==> config.mk <==
export PLATFORM = sky130hd
export DESIGN_NAME = onewire_rom_search_top
export DESIGN_NICKNAME = d
export VERILOG_FILES = /design/src/rtl/ows_pkg.sv /design/src/rtl/onewire_rom_search_top.sv
export SDC_FILE = /design/constraint.sdc
export NUM_CORES = 1
export LEC_CHECK = 0
export ABC_AREA = 1
export CAP_MARGIN = 15
export CORE_ASPECT_RATIO = 1.1
export CORE_UTILIZATION = 55
export CTS_CLUSTER_DIAMETER = 50
export DETAILED_ROUTE_END_ITERATION = 10
export DONT_BUFFER_PORTS = 1
export GPL_TIMING_DRIVEN = 0
export PLACE_DENSITY = 0.72
export SYNTH_ARGS = -nofsm -noshare
export SYNTH_HDL_FRONTEND = slang
export SYNTH_SLANG_ARGS = --single-unit
export TNS_END_PERCENT = 5
==> constraint.sdc <==
create_clock -name clk -period 4.8 [get_ports clk]
set_input_delay 0.48 -clock clk [delete_from_list [all_inputs] [get_ports clk]]
set_output_delay 0.48 -clock clk [all_outputs]
set_load 0.02 [all_outputs]
==> src/rtl/ows_pkg.sv <==
// Shared constants and CRC-8 helper functions for the 1-Wire search-ROM engine.
package ows_pkg;

    localparam int unsigned OWS_ROM_BYTES    = 8;
    localparam logic [7:0]  OWS_CRC_POLY     = 8'h8C;
    localparam int unsigned OWS_FAMILY_LIMIT = 9;

    localparam logic [1:0] REQ_BEGIN = 2'd0;
    localparam logic [1:0] REQ_BITS  = 2'd1;
    localparam logic [1:0] REQ_CLEAR = 2'd2;

    // CRC-8 (reflected) of a message of nbits bits that holds a single one at bit i.
    function automatic logic [7:0] crc8_onehot(int unsigned i, int unsigned nbits);
        logic [7:0] crc;
        logic       mix;
        crc = 8'h00;
        for (int unsigned k = 0; k < nbits; k++)
        begin
            mix = crc[0] ^ (k == i);
            crc = crc >> 1;
            if (mix)
            begin
                crc = crc ^ OWS_CRC_POLY;
            end
        end
        return crc;
    endfunction

    // Message bits that feed CRC output bit j; the CRC is linear, so each bit
    // is the parity of the message bits under this mask.
    function automatic logic [63:0] crc8_mask(int unsigned j, int unsigned data_bytes);
        logic [63:0] mask;
        logic [7:0]  col;
        mask = '0;
        for (int unsigned i = 0; i < data_bytes * 8; i++)
        begin
            col     = crc8_onehot(i, data_bytes * 8);
            mask[i] = col[j];
        end
        return mask;
    endfunction

endpackage

==> src/rtl/onewire_rom_search_top.sv <==
// Search-ROM engine of a 1-Wire bus master: branch selection, discrepancy tracking, CRC check.
//
// Usage: the request channel (req_valid / req_stall) carries one item per transfer:
// a begin request with the presence result, a sampled bit pair with its complement,
// or a request to clear the enumeration state. The response channel
// (rsp_valid / rsp_stall) returns exactly one result per request, in order.
// A begin answers with send_search_cmd (the master then sends the search command),
// each bit pair answers with the direction bit to write, and the last bit of a pass
// reports the ROM id, found, last_found and the CRC check of the id.
//
// A request passes through one input register and one result register, with the branch
// logic between them. Throughput is one item per cycle while the response is not stalled.
// A stalled response holds the result register; the input register still takes one
// more item, and req_stall rises only when both registers are full.
// Reset (asynchronous, active low) empties both registers and returns the search
// state to its start: no discrepancies, ROM bits zero, bit position one.
module onewire_rom_search_top
    import ows_pkg::*;
#(
    parameter int unsigned ROM_BYTES = OWS_ROM_BYTES
)
(
    input  logic                   clk,
    input  logic                   rst_n,
    input  logic                   req_valid,
    output logic                   req_stall,
    input  logic [1:0]             req_type,
    input  logic                   presence,
    input  logic                   id_bit,
    input  logic                   cmp_bit,
    output logic                   rsp_valid,
    input  logic                   rsp_stall,
    output logic                   send_search_cmd,
    output logic                   write_valid,
    output logic                   write_bit,
    output logic                   pass_done,
    output logic                   found,
    output logic [ROM_BYTES*8-1:0] rom_id,
    output logic                   last_found,
    output logic                   rom_crc_ok,
    output logic [3:0]             family_branch
);

    localparam int unsigned TOTAL_BITS = ROM_BYTES * 8;
    localparam int unsigned DATA_BITS  = TOTAL_BITS - 8;
    localparam int unsigned PW         = $clog2(TOTAL_BITS + 1);
    localparam int unsigned IW         = $clog2(TOTAL_BITS);

    // Input register.
    logic       in_valid_reg;
    logic [1:0] in_type_reg;
    logic       in_presence_reg;
    logic       in_id_reg;
    logic       in_cmp_reg;

    // Search state.
    logic [TOTAL_BITS-1:0] rom_reg,         rom_next;
    logic [PW-1:0]         last_branch_reg, last_branch_next;
    logic [3:0]            fam_branch_reg,  fam_branch_next;
    logic                  no_more_reg,     no_more_next;
    logic [PW-1:0]         pos_reg,         pos_next;
    logic [PW-1:0]         last_zero_reg,   last_zero_next;
    logic                  in_pass_reg,     in_pass_next;

    // Result register.
    logic                  out_valid_reg;
    logic                  send_reg,  send_next;
    logic                  wvalid_reg, wvalid_next;
    logic                  wbit_reg,  wbit_next;
    logic                  done_reg,  done_next;
    logic                  found_reg, found_next;
    logic [TOTAL_BITS-1:0] rom_out_reg;
    logic                  last_reg;
    logic                  crc_ok_reg, crc_ok_next;
    logic [3:0]            fam_out_reg;

    logic          advance;
    logic          process;
    logic [PW-1:0] pos_dec;
    logic [IW-1:0] idx;
    logic          dir;
    logic [7:0]    crc;

    assign advance   = !out_valid_reg || !rsp_stall;
    assign process   = in_valid_reg && advance;
    assign req_stall = in_valid_reg && !advance;
    assign pos_dec   = pos_reg - PW'(1);
    assign idx       = pos_dec[IW-1:0];

    always_comb
    begin
        rom_next         = rom_reg;
        last_branch_next = last_branch_reg;
        fam_branch_next  = fam_branch_reg;
        no_more_next     = no_more_reg;
        pos_next         = pos_reg;
        last_zero_next   = last_zero_reg;
        in_pass_next     = in_pass_reg;
        send_next        = 1'b0;
        wvalid_next      = 1'b0;
        wbit_next        = 1'b0;
        done_next        = 1'b0;
        found_next       = 1'b0;
        dir              = 1'b0;
        unique case (in_type_reg)
            REQ_BEGIN:
            begin
                if (no_more_reg || !in_presence_reg)
                begin
                    last_branch_next = '0;
                    fam_branch_next  = '0;
                    no_more_next     = 1'b0;
                    in_pass_next     = 1'b0;
                    done_next        = 1'b1;
                end
                else
                begin
                    in_pass_next   = 1'b1;
                    pos_next       = PW'(1);
                    last_zero_next = '0;
                    send_next      = 1'b1;
                end
            end
            REQ_CLEAR:
            begin
                rom_next         = '0;
                last_branch_next = '0;
                fam_branch_next  = '0;
                no_more_next     = 1'b0;
                pos_next         = PW'(1);
                last_zero_next   = '0;
                in_pass_next     = 1'b0;
            end
            REQ_BITS:
            begin
                if (in_pass_reg)
                begin
                    if (in_id_reg && in_cmp_reg)
                    begin
                        // Nobody answered this position: abort the pass.
                        last_branch_next = '0;
                        fam_branch_next  = '0;
                        no_more_next     = 1'b0;
                        in_pass_next     = 1'b0;
                        done_next        = 1'b1;
                    end
                    else
                    begin
                        if (in_id_reg != in_cmp_reg)
                        begin
                            dir = in_id_reg;
                        end
                        else
                        begin
                            // Discrepancy: follow the previous path below the last
                            // branch, take the one branch at it, zero beyond it.
                            if (pos_reg < last_branch_reg)
                            begin
                                dir = rom_reg[idx];
                            end
                            else
                            begin
                                dir = (pos_reg == last_branch_reg);
                            end
                            if (!dir)
                            begin
                                last_zero_next = pos_reg;
                                if (pos_reg < PW'(OWS_FAMILY_LIMIT))
                                begin
                                    fam_branch_next = pos_reg[3:0];
                                end
                            end
                        end
                        rom_next[idx] = dir;
                        wvalid_next   = 1'b1;
                        wbit_next     = dir;
                        if (pos_reg >= PW'(TOTAL_BITS))
                        begin
                            in_pass_next     = 1'b0;
                            done_next        = 1'b1;
                            last_branch_next = last_zero_next;
                            pos_next         = PW'(1);
                            if (last_zero_next == '0)
                            begin
                                no_more_next = 1'b1;
                            end
                            if (rom_next[7:0] == 8'h00)
                            begin
                                last_branch_next = '0;
                                fam_branch_next  = '0;
                                no_more_next     = 1'b0;
                                in_pass_next     = 1'b0;
                            end
                            else
                            begin
                                found_next = 1'b1;
                            end
                        end
                        else
                        begin
                            pos_next = pos_reg + PW'(1);
                        end
                    end
                end
            end
            default:
            begin
            end
        endcase
    end

    // Each CRC bit is the parity of a fixed set of data bits.
    for (genvar j = 0; j < 8; j++)
    begin : g_crc
        localparam logic [63:0] MASK = crc8_mask(j, ROM_BYTES - 1);
        assign crc[j] = ^(rom_next[DATA_BITS-1:0] & MASK[DATA_BITS-1:0]);
    end

    assign crc_ok_next = (crc == rom_next[TOTAL_BITS-1 -: 8]);

    always_ff @(posedge clk or negedge rst_n)
    begin
        if (!rst_n)
        begin
            in_valid_reg <= 1'b0;
        end
        else if (!req_stall)
        begin
            in_valid_reg <= req_valid;
        end
    end

    always_ff @(posedge clk)
    begin
        if (req_valid && !req_stall)
        begin
            in_type_reg     <= req_type;
            in_presence_reg <= presence;
            in_id_reg       <= id_bit;
            in_cmp_reg      <= cmp_bit;
        end
    end

    always_ff @(posedge clk or negedge rst_n)
    begin
        if (!rst_n)
        begin
            rom_reg         <= '0;
            last_branch_reg <= '0;
            fam_branch_reg  <= '0;
            no_more_reg     <= 1'b0;
            pos_reg         <= PW'(1);
            last_zero_reg   <= '0;
            in_pass_reg     <= 1'b0;
            out_valid_reg   <= 1'b0;
        end
        else
        begin
            if (process)
            begin
                rom_reg         <= rom_next;
                last_branch_reg <= last_branch_next;
                fam_branch_reg  <= fam_branch_next;
                no_more_reg     <= no_more_next;
                pos_reg         <= pos_next;
                last_zero_reg   <= last_zero_next;
                in_pass_reg     <= in_pass_next;
            end
            if (advance)
            begin
                out_valid_reg <= in_valid_reg;
            end
        end
    end

    always_ff @(posedge clk)
    begin
        if (process)
        begin
            send_reg    <= send_next;
            wvalid_reg  <= wvalid_next;
            wbit_reg    <= wbit_next;
            done_reg    <= done_next;
            found_reg   <= found_next;
            rom_out_reg <= rom_next;
            last_reg    <= done_next && no_more_next;
            crc_ok_reg  <= crc_ok_next;
            fam_out_reg <= fam_branch_next;
        end
    end

    assign rsp_valid       = out_valid_reg;
    assign send_search_cmd = send_reg;
    assign write_valid     = wvalid_reg;
    assign write_bit       = wbit_reg;
    assign pass_done       = done_reg;
    assign found           = found_reg;
    assign rom_id          = rom_out_reg;
    assign last_found      = last_reg;
    assign rom_crc_ok      = crc_ok_reg;
    assign family_branch   = fam_out_reg;

endmodule

# --- Yosys cells after proc, flatten, opt, wreduce, memory -nomap -nowiden ---
# Index checks and enable logic that the tools add are counted.
word_totals:
  ff_bits: 173
  input_bits: 9
  output_inout_bits: 77
  elab_cells: 138
classes:
  add_sub_neg: 2
  n_lt_le_gt_ge: 5
  n_eq_ne: 10
  n_mux: 65
  n_bitwise: 3
  reduce_logical: 31
op_table:
  columns: ["cell", "n"]
  rows:
  - ["XOR reduction 56 bit", 8]
  - ["2-to-1 mux 64 bit", 2]
  - ["case mux 64 bit (2 select lines)", 1]
  - ["2-to-1 mux 7 bit", 17]
  - ["bitwise mux 64 bit", 1]
  - ["case mux 7 bit (3 select lines)", 3]
  - ["2-to-1 mux 4 bit", 8]
  - ["2-to-1 mux 1 bit", 27]
  - ["case mux 4 bit (3 select lines)", 1]
  - ["AND reduction 5 bit", 2]
  - ["== test 8 bit", 1]
  - ["zero test 8 bit", 1]
  - ["inequality test 2 bit, second input constant", 4]
  - ["adder 7 x 1 -> 7 bit, second input constant", 1]
  - ["== test 7 bit", 1]
  - ["greater-or-equal comparator 7 bit, second input constant", 1]
  - ["zero test 7 bit", 1]
  - ["< comparator 6 x 7 -> 1 bit, second input constant", 1]
  - ["< comparator 7 x 4 -> 1 bit, second input constant", 1]
  - ["< comparator 7 bit", 1]
  - ["binary-select mux 1 bit (select 6 bit)", 1]
  - ["demux 1 bit (select 6 bit)", 1]
  - ["greater-or-equal comparator 6 x 1 -> 1 bit, second input constant", 1]
  - ["logical AND 1 bit", 6]
  - ["other kinds (15)", 24]

# --- Logic depth before layout (Yosys ltp) ---
# Gate-level depths: netlist of run 1.
logic_depth:
  ltp_word: 21
  mapped_depth: 41
  depth_no_buf: 38

# --- Least setup slack after synthesis of run 1 ---
# OpenSTA, ideal clock, no wires.
synth_path:
  kind: "flip-flop to flip-flop"
  startpoint: "register pos_reg[0]"
  endpoint: "register crc_ok_reg (netlist: rom_crc_ok), data pin"
  setup_time_ns: 0.251
  arrival_time_ns: 3.606
  required_time_ns: 4.549
  path_slack_ns: 0.943
  stages_incl_launch_ff: 37
  n_path_buf: 5
  synth_period_minus_slack_ns: 3.857
  path_cell_list: "dfstp_2 buf_2 inv_4 buf_2 ha_1 buf_2 buf_1 nand2_1 nand2_1 nand2_1 nand3_1 nand3_1 nand2_1 nand2_1 nand2_2 nand2_4 nand2_4 buf_6 nand2_1 a21oi_1 nand2_1 nand2_1 nand2_1 nand2_1 inv_1 nand2_1 nand2_1 nand2_1 nand2_1 nand2_1 nand2_1 nand2_1 nand2_1 nand2_1 clkinv_1 nand3_1 nor2_1"
synth_via:
  elab_chain_cells: 18
  elab_cells_between_ends: 32
  classes_between: "add/sub (1); order compare (3); eq/ne (2); mux (17); reduce/logical (9)"
synth_rtl:
  columns: ["element", "line", "text"]
  rows:
  - ["start: declaration", "onewire_rom_search_top.sv:61", "logic [PW-1:0] pos_reg, pos_next;"]
  - ["start signal: assignment", "onewire_rom_search_top.sv:265", "pos_reg <= pos_next;"]
  - ["subtractor 6 x 1 -> 6 bit", "onewire_rom_search_top.sv:87", "assign pos_dec = pos_reg - PW'(1);"]
  - ["binary-select mux 1 bit (select 6 bit)", "onewire_rom_search_top.sv:159", "dir = rom_reg[idx];"]
  - ["2-to-1 mux 1 bit (not written as such)", "onewire_rom_search_top.sv:159", null]
  - ["2-to-1 mux 1 bit", "onewire_rom_search_top.sv:157", "if (pos_reg < last_branch_reg)"]
  - ["2-to-1 mux 1 bit", "onewire_rom_search_top.sv:149", "if (in_id_reg != in_cmp_reg)"]
  - ["2-to-1 mux 1 bit", "onewire_rom_search_top.sv:138", "if (in_id_reg && in_cmp_reg)"]
  - ["2-to-1 mux 1 bit", "onewire_rom_search_top.sv:136", "if (in_pass_reg)"]
  - ["2-to-1 mux 1 bit", "onewire_rom_search_top.sv:105", "unique case (in_type_reg)"]
  - ["[3 not listed]", null, null]
  - ["2-to-1 mux 1 bit", "onewire_rom_search_top.sv:105", null]
  - ["bitwise mux 64 bit (*)", "onewire_rom_search_top.sv:174", "rom_next[idx] = dir;"]
  - ["2-to-1 mux 64 bit (*)", "onewire_rom_search_top.sv:138", null]
  - ["2-to-1 mux 64 bit (*)", "onewire_rom_search_top.sv:136", null]
  - ["case mux 64 bit (2 select lines) (*)", "onewire_rom_search_top.sv:105", null]
  - ["XOR reduction 56 bit", "onewire_rom_search_top.sv:216", "assign crc[j] = ^(rom_next[DATA_BITS-1:0] & MASK[DATA_BITS-1:0]);"]
  - ["== test 8 bit (*)", "onewire_rom_search_top.sv:219", "assign crc_ok_next = (crc == rom_next[TOTAL_BITS-1 -: 8]);"]
  - ["net crc_ok_next", "onewire_rom_search_top.sv:74", "logic crc_ok_reg, crc_ok_next;"]
  - ["end signal: assignment", "onewire_rom_search_top.sv:287", "crc_ok_reg <= crc_ok_next;"]
  - ["end: declaration", "onewire_rom_search_top.sv:74", null]
# Mark *: on every way through the listed nets, which the timed path passes. The rest lies on a longest branch. The select of a mux whose other input is x is not followed.
# A chain may end at the register's enable or synchronous reset.

# --- Worst setup path after layout of run 1 ---
# Same ends and word-level chain as after synthesis.

==> results of run 1 <==
synthesized netlist by cell type (all sizes together):
library cell  count
o31ai             6
buf              27
a21oi            70
clkinv            6
nand3           134
dfstp             1
o211ai            4
xor2             15
nand4            10
nand3b            5
nand2           953
nor3              7
o21ai           154
xnor2             7
a22oi             7
clkbuf           32
o32ai             4
o22ai             7
edfxtp           80
dfrtp            92
or2               3
a21boi            1
nor4              2
nor2            228
ha               14
inv             224
cell type report:
type / count / area, um^2 / share of cell area
Timing Repair Buffer: 7 / 95.1 / 0.00652
Sequential cell: 173 / 4730 / 0.324
Clock inverter: 10 / 73.8 / 0.00506
Multi-Input combinational cell: 1631 / 7570 / 0.519
Buffer: 58 / 365 / 0.0250
Clock buffer: 22 / 497 / 0.0340
Tap cell: 305 / 382 / 0.0262
Inverter: 230 / 878 / 0.0602
per-layer routing:
layer  track usage  vias to the layer above  wire [um]
met3        0.0688                      195       4280
met4         0.249                        0       3040
met5             0                        -          0
met1         0.488                     6352      18500
met2         0.611                      775      21100
li1              -                     6652          -
worst max-delay path by stage:
stage,startpoint,endpoint,slack [ns],cells past startpoint
2_1_floorplan,pos_reg[0]$_DFFE_PN1P_,rom_crc_ok$_DFFE_PP_,0.94,36
3_3_place_gp,rsp_valid$_DFFE_PN0N_,rom_reg[31]$_DFFE_PN0P_,-0.40,6
3_5_place_dp,pos_reg[0]$_DFFE_PN1P_,rom_crc_ok$_DFFE_PP_,-0.41,34
4_1_cts,pos_reg[0]$_DFFE_PN1P_,rom_crc_ok$_DFFE_PP_,0.02,37
5_1_grt,pos_reg[0]$_DFFE_PN1P_,rom_crc_ok$_DFFE_PP_,0.02,36
6_report,pos_reg[0]$_DFFE_PN1P_,rom_crc_ok$_DFFE_PP_,0.22,32
what timing repair did:
| item | 4_1_cts | 5_1_grt |
|---|---|---|
| hold buffers | 2 | 0 |
| setup endpoints to repair | 2 | 4 |
| pin swaps | 0 | 5 |
| resized for setup | 20 | 61 |
| buffers inserted | 0 | 4 |
| hold endpoints to repair | 93 | 0 |
power by group through the flow:
stage	logic [uW]	registers, uW	clock network [uW]
global route	3410	1880	1470
floorplan	2000	1880	0
global placement	2850	1900	0
detailed placement	2900	1890	0
finish	3180	1860	1410
CTS	2950	1860	1410
through the flow:
stage | hold WS, ns | TNS [ns]
detailed placement | 0.187 | -0.456
global route | 0.111 | 0
CTS | 0.116 | 0
finish | 0.113 | 0
global placement | 0.187 | -27.51
floorplan | 0.184 | 0
kinds of logic (layout without fill, tap and decap cells):
group	Yosys count	count (layout)	share of synthesized area
simple gates	1342	1342	0.408
xor+xnor	22	22	0.0163
flops	173	173	0.358
fa+ha+maj	14	14	0.0132
buf+inv	289	327	0.0899
compound gates	253	253	0.115
==> impl_metrics.yaml, run 1 <==
die:
  die_x_um: 150
  rows: 59
  start_util: 0.560
  die_y_um: 165
  dieArea_um2: 24700
  core_region_area_um2: 23600
  io_pins: 86
route:
  ant_nets: 0
  postRouteWirelength_mm: 46.9
  drt_iter0_drc: 1582
  vias: 14000
  viasPerCell: 5.74
  drc: 0
  first_pass_iters: 6
  wl_per_cell_um: 19.2
status:
  outcome: "completed"
power:
  power_frac_comb: 0.493
  power_uw: 6450
  p_switching_uw: 3090
  pwr-share-clk: 0.219
  power.density_nw_per_um2: 442
  swShare: 0.478
  internal_power_uw: 3370
  leakage_uw: 0.00681
  vdd_ir_drop_max_mv: 0.320
  seq_power_share: 0.288
finish:
  layout-drive-gt1-share: 0.0985
  layout_commonest_cell: "nand2_1"
  final_core_util: 0.618
  area_growth_pct: 10.3
  antenna_cells: 0
  stdcell_count: 2436
  fill_cells: 2256
  layout_common_cells: "nand2_1, nor2_1, inv_1, nand3_1, o21ai_0"
  finalNetCount: 2141
  final_cell_area_um2: 14600
clock_tree:
  cts_root_buf: "clkbuf_16"
  cts_buffer_depth: 2
  tritoncts: "done"
  numCtsBuffers: 17
  clock_latency_ns: 0.46
  h-tree-depth: 4
  clkSinkCount: 173
  clk_pin_slew_ns: 0.08
yosys:
  syn_nets: 2116
  yosysUniqueCellTypes: 47
  synth.area.top_cells: "nand2_1, edfxtp_1, dfrtp_1"
  ys_ff_latch: 173
  synth_top_cell_area_share: 0.265
  netlist_area_um2: 13200
  avgSynthCellArea_um2: 6.32
  seq_area_frac_synth: 0.358
  synth_area_leader_cell: "nand2_1"
  syn_inst: 2093
  yosysWarningCount: 0
grt:
  track_usage: 0.387
  first_global_vias: 12800
  grt_first_pass_wirelength_mm: 70.7
  antenna_found_initial: 0
  grt_overflow: 0
  grt_max_degree: 94
critical_path:
  arrival_ns: 4.80
  cp-end-kind: "flop"
  max_stage_delay_ns: 0.53
  critPathBufInv: 6
  crit_path_frequent_cell: "nand2_1"
  crit_fanout: 15
  r2r.worst_path.cells: 32
  crit_family: "simple AND/OR/NAND/NOR gates"
  start_kind: "flop"
  required_ns: 5.02
  cp_slowest_cell: "dfstp_2"
  crit_type: "flop to flop"
  rrSetupSlack_ns: 0.22
  rr_startpoint: "pos_reg[0]$_DFFE_PN1P_"
  r2r-end: "rom_crc_ok$_DFFE_PP_"
timing:
  final.min_clock_period_ns: 4.58
  max_freq_mhz: 218
  finalSetupViolCount: 0
  timing.final.crit_share: 0.954
  rsz0062_at_grt: "false"
  slew_headroom: 0.330
  maxSlewViolCount: 0
  tightest_slew_ns: 1.01
  setup_slack_ns: 0.219
  finClkSkew_ns: 0.0145
  finalHoldViolations: 0
flow_run:
  drv_cap: 0
placement:
  pre_cts_ws_ns: -0.414
  place_area_um2: 13600
  port_buffers: 0
  dp_cells: 2399
  place.gp.congestion: 0.983
  dp_hpwl_mm: 33.9
hold_path:
  hold-path-cell-count: 0
  min_from: "presence"
  hp-class: "input pin to flop"
  min_to: "in_presence_reg$_DFFE_PP_"
(Power assumes the default switching activity.)
==> run 2, diff against run 1 <==
- CORE_UTILIZATION: 55 -> 65
- PLACE_DENSITY: 0.72 -> 0.83
==> run 2 against run 1 <==
The flow now finishes with violations (DRC). Die area shrank 15%. Register-to-register slack got worse by 0.06 ns. Global-route usage increased by 6.7 points. First-iteration DRC count is 13% higher. Core utilization grew 11 points. Worst setup slack got worse by 0.055 ns. Critical path type unchanged. Largest cell class unchanged. Largest power group unchanged.
==> impl_metrics.yaml, run 2 (synthesized netlist as in run 1, its figures left out) <==
status:
  outcome: "finished, violations left"
  violations: "DRC"
clock_tree:
  cts_buffer_depth: 2
  tritoncts: "done"
  h-tree-depth: 4
  clkSinkCount: 173
  clk_pin_slew_ns: 0.07
  cts_root_buf: "clkbuf_16"
  clock_latency_ns: 0.45
  numCtsBuffers: 17
grt:
  grt_overflow: 0
  first_global_vias: 12700
  track_usage: 0.454
  antenna_found_initial: 1
  grt_max_degree: 94
  grt_first_pass_wirelength_mm: 69.5
placement:
  place.gp.congestion: 0.981
  port_buffers: 0
  dp_hpwl_mm: 33.0
finish:
  finalNetCount: 2138
  area_growth_pct: 8.98
  multi_input_area_um2: 7450
  layout_commonest_cell: "nand2_1"
  regArea_um2: 4730
  layout-drive-gt1-share: 0.0883
  layout_common_cells: "nand2_1, nor2_1, inv_1, nand3_1, o21ai_0"
  fill_cells: 1622
critical_path:
  crit_type: "flop to flop"
  crit_path_frequent_cell: "nand2_1"
  start_kind: "flop"
  required_ns: 5.01
  cp-end-kind: "flop"
  crit_fanout: 15
  r2r.worst_path.cells: 37
  arrival_ns: 4.85
  cp_slowest_cell: "dfstp_2"
  max_stage_delay_ns: 0.64
timing:
  maxSlewViolCount: 0
  finalSetupViolCount: 0
  max_freq_mhz: 216
  final.min_clock_period_ns: 4.64
  timing.final.crit_share: 0.966
  hold_ws_ns: 0.127
  finalHoldViolations: 0
  finClkSkew_ns: 0.0142
  slew_headroom: 0.350
  tightest_slew_ns: 0.974
route:
  drt_iter0_drc: 1782
  viasPerCell: 6.04
  wl_per_cell_um: 19.5
  postRouteWirelength_mm: 46.4
  first_pass_iters: 11
  drc: 1
  vias: 14400
  ant_nets: 0
die:
  die_y_um: 152
  core_region_area_um2: 19900
  start_util: 0.666
  io_pins: 86
  rows: 54
  dieArea_um2: 20900
  die_x_um: 138
hold_path:
  hp-class: "input pin to flop"
  hold-path-cell-count: 0
power:
  power_uw: 6500
  vdd_ir_drop_max_mv: 0.389
  power.density_nw_per_um2: 451
  leakage_uw: 0.00678
flow_run:
  drv_cap: 0
[run 2: cell types whose count changed in the layout (fill, tap and decap cells not counted), sizes merged]
cell | previous run | this run
buf | 32 | 29
bufinv | 0 | 1
clkbuf | 54 | 53
clkinv | 8 | 10
clkinvlp | 2 | 0
diode | 0 | 1
[run 2: final timing paths]
path / startpoint / to / slack, ns
min in group asynchronous: rst_n / pos_reg[6]$_DFFE_PN0P_ / 0.63
min: cmp_bit / in_cmp_reg$_DFFE_PP_ / 0.13
max in group asynchronous: rst_n / rom_reg[18]$_DFFE_PN0P_ / 3.76
min reg2reg: in_valid_reg$_DFFE_PN0N_ / rsp_valid$_DFFE_PN0N_ / 0.48
max reg2reg: pos_reg[0]$_DFFE_PN1P_ / rom_crc_ok$_DFFE_PP_ / 0.16
max: pos_reg[0]$_DFFE_PN1P_ / rom_crc_ok$_DFFE_PP_ / 0.16
[run 2: metrics by stage]
| stage | area (um^2) | std cells | setup TNS, ns | setup slack [ns] | util |
|---|---|---|---|---|---|
| 5_1_grt | 14400 | 2380 | -0.0349 | -0.0349 | 0.725 |
| 3_3_place_gp | 13500 | 2345 | -18.92 | -0.421 | 0.682 |
| 3_5_place_dp | 13600 | 2346 | -0.542 | -0.488 | 0.683 |
| 2_1_floorplan | 13200 | 2093 | 0 | 0.943 | - |
| 6_report | 14400 | 2381 | 0 | 0.164 | 0.725 |
| 4_1_cts | 14300 | 2379 | 0 | 0.159 | 0.719 |
[run 2: timing repair]
item                                   CTS  global route
pin swaps                                0             1
setup endpoints to repair                2             1
endpoints found under the hold margin   93             0
cloned                                   0             0
buffers inserted                         0             2
gates resized for setup                 20            31
hold buffers                             2             0
[run 2: area by class of cell]
cell class / instances / area share
Multi-Input combinational cell: 1631 / 0.517
Sequential cell: 173 / 0.328
Inverter: 230 / 0.0610
Clock buffer: 21 / 0.0342
Buffer: 57 / 0.0240
Tap cell: 252 / 0.0219
Clock inverter: 11 / 0.00790
Timing Repair Buffer: 5 / 0.00556
Antenna cell: 1 / 0.000174
[run 2: metal layers]
layer / routed length (um) / up-vias / global-route usage
met5: 0 / - / 0
met4: 3570 / 0 / 0.301
met3: 6540 / 266 / 0.145
met2: 19900 / 1024 / 0.680
met1: 16400 / 6425 / 0.558
li1: - / 6659 / -
[run 2: worst max-delay path, delay by kind of cell, from the launching register on]
family	cells	cell delay, ns
buffers and inverters	10	1.23
adder cells (fa/ha/maj)	1	0.34
AO/OA/AOI/OAI	1	0.14
AND/OR/NAND/NOR	25	2.01
flip-flops	1	0.64
[run 2: report_power, final]
group          switching (uW)  internal (uW)  leakage [uW]
sequential                164           1710       0.00208
combinational            2270            886       0.00440
clock                     665            805      0.000302
total                    3090           3400       0.00678
